==> src/rtl/rrtt_pkg.sv <==
// Shared types and codes for the round-robin task table.
package rrtt_pkg;

  localparam int unsigned HandleW  = 16;
  localparam int unsigned KindW    = 2;
  localparam int unsigned StatusW  = 2;
  localparam int unsigned IndexW   = 8;
  localparam int unsigned CountW   = 9;
  localparam int unsigned OutDataW = 48;

  localparam logic [KindW-1:0] KIND_ADD   = 2'd0;
  localparam logic [KindW-1:0] KIND_SCHED = 2'd1;
  localparam logic [KindW-1:0] KIND_EXIT  = 2'd2;

  localparam logic [StatusW-1:0] STATUS_OK   = 2'd0;
  localparam logic [StatusW-1:0] STATUS_FULL = 2'd1;
  localparam logic [StatusW-1:0] STATUS_NONE = 2'd2;

  typedef struct packed {
    logic load;
    logic shift;
    logic mark;
    logic sel;
  } rrtt_cell_ctrl_t;

endpackage

==> src/rtl/rrtt_cell.sv <==
// One table slot: task handle and finished mark, shifts down from its upper neighbor.
module rrtt_cell import rrtt_pkg::*; (
  input  logic                 clk_i,
  input  logic                 rst_ni,
  input  rrtt_cell_ctrl_t      ctrl_i,
  input  logic [HandleW-1:0]   new_handle_i,
  input  logic [HandleW-1:0]   nxt_handle_i,
  input  logic                 nxt_fin_i,
  output logic [HandleW-1:0]   handle_o,
  output logic                 fin_o,
  output logic [HandleW-1:0]   rd_handle_o,
  output logic                 rd_fin_o
);

  logic [HandleW-1:0] handle_q;
  logic               fin_q;

  always_ff @(posedge clk_i) begin
    if (ctrl_i.load) begin
      handle_q <= new_handle_i;
    end else if (ctrl_i.shift) begin
      handle_q <= nxt_handle_i;
    end
  end

  always_ff @(posedge clk_i or negedge rst_ni) begin
    if (!rst_ni) begin
      fin_q <= 1'b0;
    end else if (ctrl_i.load) begin
      fin_q <= 1'b0;
    end else if (ctrl_i.shift) begin
      fin_q <= nxt_fin_i;
    end else if (ctrl_i.mark) begin
      fin_q <= 1'b1;
    end
  end

  assign handle_o    = handle_q;
  assign fin_o       = fin_q;
  assign rd_handle_o = handle_q & {HandleW{ctrl_i.sel}};
  assign rd_fin_o    = fin_q & ctrl_i.sel;

endmodule

==> config.mk <==
export PLATFORM = sky130hd
export DESIGN_NAME = rrtt_cell
export DESIGN_NICKNAME = d
export VERILOG_FILES = /design/src/rtl/rrtt_pkg.sv /design/src/rtl/rrtt_cell.sv
export SDC_FILE = /design/constraint.sdc
export NUM_CORES = 1
export LEC_CHECK = 0
export BUFFER_PORTS_ARGS = -buffer_cell sky130_fd_sc_hd__buf_4
export CAP_MARGIN = 5
export CORE_AREA = 2 2 58 60
export CTS_BUF_LIST = sky130_fd_sc_hd__clkbuf_4 sky130_fd_sc_hd__clkbuf_8
export DETAILED_ROUTE_END_ITERATION = 10
export DIE_AREA = 0 0 60 62
export PLACE_DENSITY = 0.69
export SYNTH_ARGS = -nofsm -noshare
export SYNTH_HDL_FRONTEND = slang
export SYNTH_SLANG_ARGS = --single-unit
==> constraint.sdc <==
create_clock -name clk_i -period 0.8 [get_ports clk_i]
set_input_delay 0.08 -clock clk_i [delete_from_list [all_inputs] [get_ports clk_i]]
set_output_delay 0.08 -clock clk_i [all_outputs]
set_load 0.01 [all_outputs]
==> results of run 1 <==
metrics by stage:
stage               area (µm²)  worst slack, ns
global route              1778          -0.2966
floorplan                890.9         -0.09936
finish                    1778          -0.2600
global placement          1453          -0.1680
detailed placement        1453          -0.1919
CTS                       1734          -0.2729
worst max-delay path: cells and delay by family (launching register included):
family / cells / cell delay (ns)
flops: 1 / 0.43
simple gates: 1 / 0.16
buf+inv: 1 / 0.11
report_power, final:
part | internal, W | leakage (nW) | switching (W)
registers | 0.00109 | 0.176 | 0.0000599
clock network | 0.000185 | 0.0177 | 0.000238
logic | 0.000656 | 0.646 | 0.000299
total | 0.00193 | 0.839 | 0.000597
cell type report:
| cell class | count | area share [%] |
|---|---|---|
| multi-input cells | 37 | 22.52 |
| well taps | 46 | 3.237 |
| clock inverters | 1 | 0.2815 |
| clock buffers | 3 | 1.267 |
| flip-flops and latches | 17 | 28.43 |
| repair buffers | 86 | 44.26 |
kinds of logic after synthesis:
group | synth area share [%]
buffers and inverters | 3.983
DFF | 57.47
muxes | 23.90
and+or+nand+nor | 14.65
worst max path at each step:
stage                                  to  cells past startpoint
after global placement        handle_o[5]                      2
after CTS                 rd_handle_o[12]                      2
after detailed placement      handle_o[4]                      2
after global routing      rd_handle_o[14]                      2
after floorplan               handle_o[0]                      3
final                      rd_handle_o[5]                      2
registers in the layout, indices dropped and copies added (netlist names):
name	cells
handle_o	16
fin_o	1
placed cells by master, fill, tap and decap left out, drive strengths merged:
cell / instances
and2: 17
buf: 85
clkbuf: 3
clkinv: 1
dfrtp: 1
dlygate4sd3: 1
edfxtp: 16
mux2: 16
nor2b: 1
nor3: 2
or2: 1
per-layer routing:
layer  up-vias  wire (µm)  share of wire, %  global-route usage [%]
met5         -          0                 0                       0
met4         0         23               1.0                   4.762
met3         2        112               5.0                   1.449
met2        33       1326                59                   22.36
met1       366        781                35                   13.30
li1        377          -                 -                       -
what timing repair did:
item | 4_1_cts | 5_1_grt
cloned | 0 | 0
hold buffers | 1 | 0
gates resized for setup | 47 | 10
setup endpoints to repair | 34 | 35
hold endpoints to repair | 1 | 0
pin swaps | 18 | 0
buffers inserted | 11 | 1
==> impl_metrics.py, run 1 <==
metrics = {
    "synth": {
        "synth_top_area_share_pct": 54.62,
        "yosys-top-cells-count": "and2_1 (17), edfxtp_1 (16), mux2_2 (8), mux2_4 (8), nor3_1 (2)",
        "syn_area_per_cell_um2": 15.43,
        "synth_warnings": 0,
        "synthDistinctLibCells": 11,
        "synth_most_common_cell": "and2_1",
        "synth-seq-cells": 17,
        "synthFlopType": "edfxtp_1",
        "synth-seq-area-share_pct": 57.47,
        "synth_largest_area_cell": "edfxtp_1",
        "synth_async_sr_flop_share_pct": 5.882,
        "syn_nets": 96,
        "syn_area_um2": 879.6,
        "syn_inst": 57,
        "synth_edf_count": 16,
        "yosys-top-cells-area": "edfxtp_1 (55%), mux2_4 (14%), and2_1 (12%), mux2_2 (10%), dfrtp_1 (2.8%)",
    },
    "clocking": {
        "clock_path_buffers": 2,
        "clkLatencyLatePin_ns": 0.28,
        "cts_buffers": 3,
        "clock_sinks": 17,
        "cts_tree": "done",
        "clk_pin_slew_ns": 0.09,
        "htree_levels": 1,
        "cts-root-buf": "clkbuf_4",
    },
    "route": {
        "num_vias": 778,
        "totalWireLength_um": 2245,
        "drc": 0,
        "route.detailed.wl_per_inst_um": 11.82,
        "viasPerCell": 4.095,
        "final_antenna_net_count": 0,
        "drt_iter0_drc": 7,
        "drtPass1Iterations": 2,
    },
    "sta": {
        "max_freq_ghz": 0.9434,
        "fin_crit_sh_pct": 132.5,
        "hold_violations": 0,
        "setup-tns-final_ns": -7.117,
        "setup_ws_ns": -0.2600,
        "min_period_ns": 1.060,
        "worst_pin_slew_ns": 0.2769,
        "finalSetupViolCount": 35,
        "rsz0062_at_grt": "yes",
        "fin_worst_skew_ns": 0,
        "hold_slack_ns": 0.07610,
        "slew_headroom_pct": 81.54,
        "slew_violations": 0,
    },
    "setup_path": {
        "required_ns": 0.72,
        "cp-start-kind": "register",
        "r2r-end": "fin_o",
        "slowest_delay_ns": 0.43,
        "cp_slowest_cell": "edfxtp_1",
        "crit_path_end_kind": "output pin",
        "r2r_cells": 4,
        "rrSetupSlack_ns": -0.12,
        "r2r_start": "fin_o",
        "worstSetupPathType": "reg2out",
        "crit_chain": "and2_4 -> buf_6",
        "crit_fanout": 2,
        "startpoint": "handle_o[5]",
        "arrival_ns": 0.98,
    },
    "grt": {
        "gr-total-overflow": 0,
        "grt_pass1_wl_um": 3243,
        "grt_usage_pct": 11.76,
        "grt_pass1_vias": 749,
        "grt_start_max_net_pins": 19,
        "antenna_found_initial": 0,
    },
    "placement": {
        "gp_congestion": 0.6217,
        "port_buffers": 72,
        "dp_cells": 173,
        "hpwlAfterDp_um": 1698,
    },
    "min_path": {
        "hold_class": "in2reg",
        "whs_endpoint": "fin_o",
        "hp-start": "ctrl_i[1]",
        "whs_path_depth": 3,
    },
    "floorplan": {
        "fp-row-count": 21,
        "fp.coreArea_um2": 3179,
        "start_util_pct": 27.67,
        "die_w_um": 60,
        "dieArea_um2": 3720,
        "ios": 73,
        "die_y_um": 62,
    },
    "layout": {
        "syn_to_final_growth_pct": 102.1,
        "drive_gt1_share_pct": 86.81,
        "multiInputGateArea_um2": 400.4,
        "utilization_pct": 55.92,
        "register_area_um2": 505.5,
        "nFillCells": 285,
        "final_net_count": 184,
        "stdcell_count": 190,
        "n_antenna_cell": 0,
    },
    "status": {
        "failed_checks": "setup timing",
        "status": "complete, but fails checks",
    },
    "pwr": {
        "p_per_area_nw_per_um2": 1420,
        "p_leak_nw": 0.8390,
        "power_w": 0.002525,
        "ir_drop_mv": 0.6866,
    },
    "run": {
        "drv_cap": 0,
    },
}
Power figures use the tool's default switching activity.
==> run 2: changes to the inputs <==
RECOVER_POWER = 100   (was unset)
==> impl_metrics.py, run 2 (synthesis gave the netlist of run 1 again) <==
metrics = {
    "route": {
        "viasPerCell": 4.105,
        "drt_iter0_drc": 7,
        "final_antenna_net_count": 0,
        "num_vias": 780,
        "drc": 0,
        "route.detailed.wl_per_inst_um": 12.06,
        "drtPass1Iterations": 2,
        "totalWireLength_um": 2291,
    },
    "floorplan": {
        "die_w_um": 60,
        "dieArea_um2": 3720,
        "start_util_pct": 27.67,
        "die_y_um": 62,
        "fp.coreArea_um2": 3179,
        "fp-row-count": 21,
        "ios": 73,
    },
    "sta": {
        "min_period_ns": 1.060,
        "max_freq_ghz": 0.9434,
        "hold_violations": 0,
        "worst_pin_slew_ns": 0.2604,
        "setup-tns-final_ns": -7.117,
        "rsz0062_at_grt": "yes",
        "fin_worst_skew_ns": 0,
        "finalSetupViolCount": 35,
        "fin_crit_sh_pct": 132.5,
        "slew_headroom_pct": 82.64,
        "setup_ws_ns": -0.2600,
        "slew_violations": 0,
    },
    "grt": {
        "grt_pass1_vias": 749,
        "grt_start_max_net_pins": 19,
        "met2_usage_pct": 22.36,
        "use_met3_pct": 1.449,
        "gr-usage-met1_pct": 13.30,
        "antenna_found_initial": 0,
        "gr-total-overflow": 0,
        "grt_usage_pct": 11.76,
        "grt_pass1_wl_um": 3243,
        "busiest_layer": "met2",
    },
    "setup_path": {
        "crit_path_end_kind": "output pin",
        "arrival_ns": 0.98,
        "crit_fanout": 2,
        "required_ns": 0.72,
        "cp-start-kind": "register",
        "crit_chain": "and2_4 -> buf_6",
        "path_buf_inv": 1,
        "crit_family": "flip-flops",
        "worstSetupPathType": "reg2out",
        "cp_slowest_cell": "edfxtp_1",
        "slowest_delay_ns": 0.43,
    },
    "layout": {
        "most-common-layout-cells": "buf_4 (46), buf_6 (37), and2_4 (17), edfxtp_1 (16), mux2_2 (8)",
        "syn_to_final_growth_pct": 99.15,
        "drive_gt1_share_pct": 81.94,
        "n_antenna_cell": 0,
        "final_common_cell": "buf_4",
        "nFillCells": 289,
        "utilization_pct": 55.10,
        "largest_reg_flops": 16,
        "final_net_count": 184,
    },
    "placement": {
        "gp_congestion": 0.6217,
        "post-place-ws_ns": -0.1919,
        "port_buffers": 72,
        "hpwlAfterDp_um": 1698,
    },
    "clocking": {
        "cts_tree": "done",
        "clk_pin_slew_ns": 0.09,
        "cts_buffers": 3,
        "cts-root-buf": "clkbuf_4",
        "clock_sinks": 17,
        "clkLatencyLatePin_ns": 0.28,
        "htree_levels": 1,
        "clock_path_buffers": 2,
    },
    "status": {
        "status": "complete, but fails checks",
        "failed_checks": "setup timing",
    },
    "pwr": {
        "ir_drop_mv": 0.6863,
        "p_leak_nw": 0.8093,
        "p_per_area_nw_per_um2": 1426,
        "power_w": 0.002499,
    },
    "min_path": {
        "hold_class": "in2reg",
    },
    "run": {
        "drv_cap": 0,
    },
}
## run 2: cell types whose count changed in the layout (fill, tap and decap cells not counted), sizes merged
cell,change
clkbuf,+2
buf,-2
## run 2: area by class of cell
class	instances	area, µm²	area share [%]
Clock inverter	1	5.005	0.2857
Clock buffer	3	22.52	1.286
Multi-Input combinational cell	37	374.1	21.36
Sequential cell	17	505.5	28.86
Tap cell	46	57.56	3.286
Timing Repair Buffer	86	787.0	44.93
## run 2: power breakdown
part           switching (W)  internal, W  total (W)
logic               0.000297     0.000632   0.000929
clock network       0.000238     0.000185   0.000423
registers          0.0000598      0.00109    0.00115
total               0.000595      0.00190    0.00250
## run 2: worst paths after layout
path	start	to	slack (ns)	cells after the start
worst max-delay path	handle_o[5]	rd_handle_o[5]	-0.26	2
worst min-delay path	ctrl_i[1]	fin_o	0.08	3
worst max register to register	fin_o	fin_o	-0.12	4
worst min register to register	fin_o	fin_o	0.75	4
max in group asynchronous	rst_ni	fin_o	0.59	2
min in group asynchronous	rst_ni	fin_o	0.13	2
## run 2: metal layers
| layer | part of all wire [%] | up-vias |
|---|---|---|
| met3 | 4.7 | 2 |
| li1 | - | 377 |
| met2 | 58 | 33 |
| met5 | 0 | - |
| met4 | 1.0 | 0 |
| met1 | 36 | 368 |
## run 2: worst reg2reg max path: stages, from the launching register on
cell and delay, ns:
dfrtp_1 0.41, buf_6 0.13, buf_6 0.11, nor3_4 0.11, nor3_2 0.05
## run 2: repair_timing
item,CTS,global route
buffers inserted,11,1
pin swaps,18,0
gates resized for setup,47,10
endpoints found under the hold margin,1,0
gates cloned,0,0
endpoints found under the setup margin,34,35
hold buffers,1,0
## run 2: through the flow
stage / cells / hold WS [ns] / cell area, µm²
2_1_floorplan: 57 / -0.2156 / 890.9
3_3_place_gp: 173 / -0.1442 / 1453
6_report: 190 / 0.07617 / 1752
5_1_grt: 190 / 0.06244 / 1752
3_5_place_dp: 173 / -0.1429 / 1453
4_1_cts: 189 / 0.08568 / 1734
==> run 3: changes to the inputs <==
ABC_AREA = 1   (was unset)
==> impl_metrics.py, run 3 <==
metrics = {
    "status": {
        "status": "complete, but fails checks",
        "failed_checks": "setup timing",
    },
    "synth": {
        "synth-seq-cells": 17,
        "synth_async_sr_flop_share_pct": 5.882,
        "synth_warnings": 0,
        "synth_top_area_share_pct": 53.33,
        "yosys-top-cells-count": "nand2_1 (69), inv_1 (19), edfxtp_1 (16)",
        "synth_most_common_cell": "nand2_1",
        "syn_area_per_cell_um2": 7.902,
        "yosys-top-cells-area": "edfxtp_1 (53%), nand2_1 (29%), inv_1 (7.9%), dfrtp_1 (2.8%), buf_6 (2.5%)",
        "synthDistinctLibCells": 10,
        "syn_area_um2": 900.9,
        "syn_nets": 153,
        "synth-seq-area-share_pct": 56.11,
        "syn_inst": 114,
        "synth_largest_area_cell": "edfxtp_1",
        "synthFlopType": "edfxtp_1",
        "synth_edf_count": 16,
    },
    "sta": {
        "hold_violations": 0,
        "fin_worst_skew_ns": 0,
        "max_freq_ghz": 0.9570,
        "min_period_ns": 1.045,
        "worst_pin_slew_ns": 0.3695,
        "setup_ws_ns": -0.2449,
        "rsz0062_at_grt": "yes",
        "slew_headroom_pct": 75.28,
        "fin_crit_sh_pct": 130.6,
        "slew_violations": 0,
        "finalSetupViolCount": 34,
        "hold_slack_ns": 0.04681,
    },
    "setup_path": {
        "r2r_cells": 4,
        "path_buf_inv": 2,
        "crit_family": "flip-flops",
        "arrival_ns": 0.96,
        "slowest_delay_ns": 0.43,
        "crit_path_end_kind": "output pin",
        "worstSetupPathType": "reg2out",
        "required_ns": 0.72,
        "cp-start-kind": "register",
        "path_depth": 3,
        "cp_slowest_cell": "edfxtp_1",
        "crit_chain": "nand2_1 -> inv_1 -> buf_6",
        "crit_fanout": 2,
    },
    "clocking": {
        "cts_buffers": 3,
        "clkLatencyLatePin_ns": 0.29,
        "cts-root-buf": "clkbuf_4",
        "clock_sinks": 17,
        "clock_path_buffers": 2,
        "htree_levels": 1,
        "cts_tree": "done",
        "clk_pin_slew_ns": 0.09,
    },
    "placement": {
        "post-place-ws_ns": 0.01587,
        "placed_cell_area_um2": 1489,
        "gp_congestion": 0.7840,
        "dp_cells": 229,
        "port_buffers": 72,
        "hpwlAfterDp_um": 1777,
    },
    "layout": {
        "largest_reg_flops": 16,
        "design_area_um2": 1625,
        "final_net_count": 229,
        "stdcell_count": 235,
        "n_antenna_cell": 0,
        "most-common-layout-cells": "nand2_1 (69), buf_4 (39), buf_6 (32), edfxtp_1 (16), inv_1 (12)",
        "final_common_cell": "nand2_1",
        "drive_gt1_share_pct": 45.50,
        "syn_to_final_growth_pct": 80.42,
        "nFillCells": 305,
        "utilization_pct": 51.12,
    },
    "pwr": {
        "p_per_area_nw_per_um2": 1482,
        "pwr-share-comb_pct": 32.0,
        "ir_drop_mv": 0.5369,
        "internal-power_w": 0.001776,
        "sw_frac_of_total_pct": 26.26,
        "clkPwrFrac_pct": 19.9,
        "power_switching_w": 0.0006327,
        "p_leak_nw": 0.9242,
        "pwr-share-seq_pct": 48.1,
    },
    "grt": {
        "grt_pass1_wl_um": 3270,
        "antenna_found_initial": 0,
        "grt_pass1_vias": 761,
        "grt_usage_pct": 11.92,
        "grt_start_max_net_pins": 18,
        "gr-total-overflow": 0,
    },
    "route": {
        "route.detailed.wl_per_inst_um": 9.932,
        "drt_iter0_drc": 6,
        "totalWireLength_um": 2334,
        "drc": 0,
        "viasPerCell": 3.860,
        "final_antenna_net_count": 0,
        "drtPass1Iterations": 3,
        "num_vias": 907,
    },
    "floorplan": {
        "fp.coreArea_um2": 3179,
        "dieArea_um2": 3720,
        "ios": 73,
        "fp-row-count": 21,
        "start_util_pct": 28.34,
        "die_y_um": 62,
        "die_w_um": 60,
    },
    "run": {
        "drv_cap": 0,
    },
    "min_path": {
        "hold_class": "in2reg",
        "whs_path_depth": 3,
    },
}
run 3: cell count changes after synthesis, moves of 8 or more:
cell     change
nand2_1     +69
inv_1       +19
and2_1      -17
mux2_2       -8
mux2_4       -8
run 3: power by group through the flow:
stage	Clock, W	Sequential, W	Combinational (W)
after global routing	0.000505	0.00117	0.000843
after detailed placement	0	0.00116	0.000677
after CTS	0.000494	0.00116	0.000775
after floorplan	0	0.00120	0.000216
final	0.000480	0.00116	0.000770
after global placement	0	0.00116	0.000673
run 3: final timing paths:
kind	start	endpoint	slack (ns)
worst max-delay path	handle_o[3]	rd_handle_o[3]	-0.24
worst min-delay path	nxt_handle_i[5]	handle_o[5]	0.05
worst max register to register	fin_o	fin_o	0.05
worst min register to register	fin_o	fin_o	0.61
max in group asynchronous	rst_ni	fin_o	0.59
min in group asynchronous	rst_ni	fin_o	0.12
run 3: area by class of cell:
type	count	area, µm²	share of cell area, %
clock buffers	4	30.03	1.848
well taps	46	57.56	3.541
flip-flops and latches	17	505.5	31.10
multi-input cells	72	272.8	16.78
inverters	20	76.32	4.696
repair buffers	76	683.2	42.03
run 3: tightest hold or removal path, cell delays in order:
cell	delay (ns)
buf_4	0.07
nand2_1	0.04
nand2_1	0.04
run 3: metal layers:
layer / track usage, % / part of all wire (%) / vias to the layer above / wire (µm)
li1: - / - / 483 / -
met1: 12.86 / 38 / 393 / 876
met2: 22.67 / 57 / 27 / 1326
met3: 1.242 / 3.8 / 4 / 89
met4: 6.667 / 1.7 / 0 / 40
met5: 0 / 0 / - / 0
run 3: logic make-up after synthesis:
| logic type | synth area share, % |
|---|---|
| and+or+nand+nor | 30.28 |
| buffers and inverters | 13.61 |
| DFF | 56.11 |
run 3: metrics by stage:
stage               total power [W]  setup TNS, ns
floorplan                  0.001417              0
global placement           0.001836              0
detailed placement         0.001840              0
CTS                        0.002427         -6.244
global route               0.002519         -8.168
finish                     0.002409         -6.114
run 3: what timing repair did:
action	CTS	global route
gates resized for setup	30	9
buffers inserted	0	1
endpoints found under the hold margin	1	0
pin swaps	17	7
hold buffers	1	0
endpoints found under the setup margin	34	35
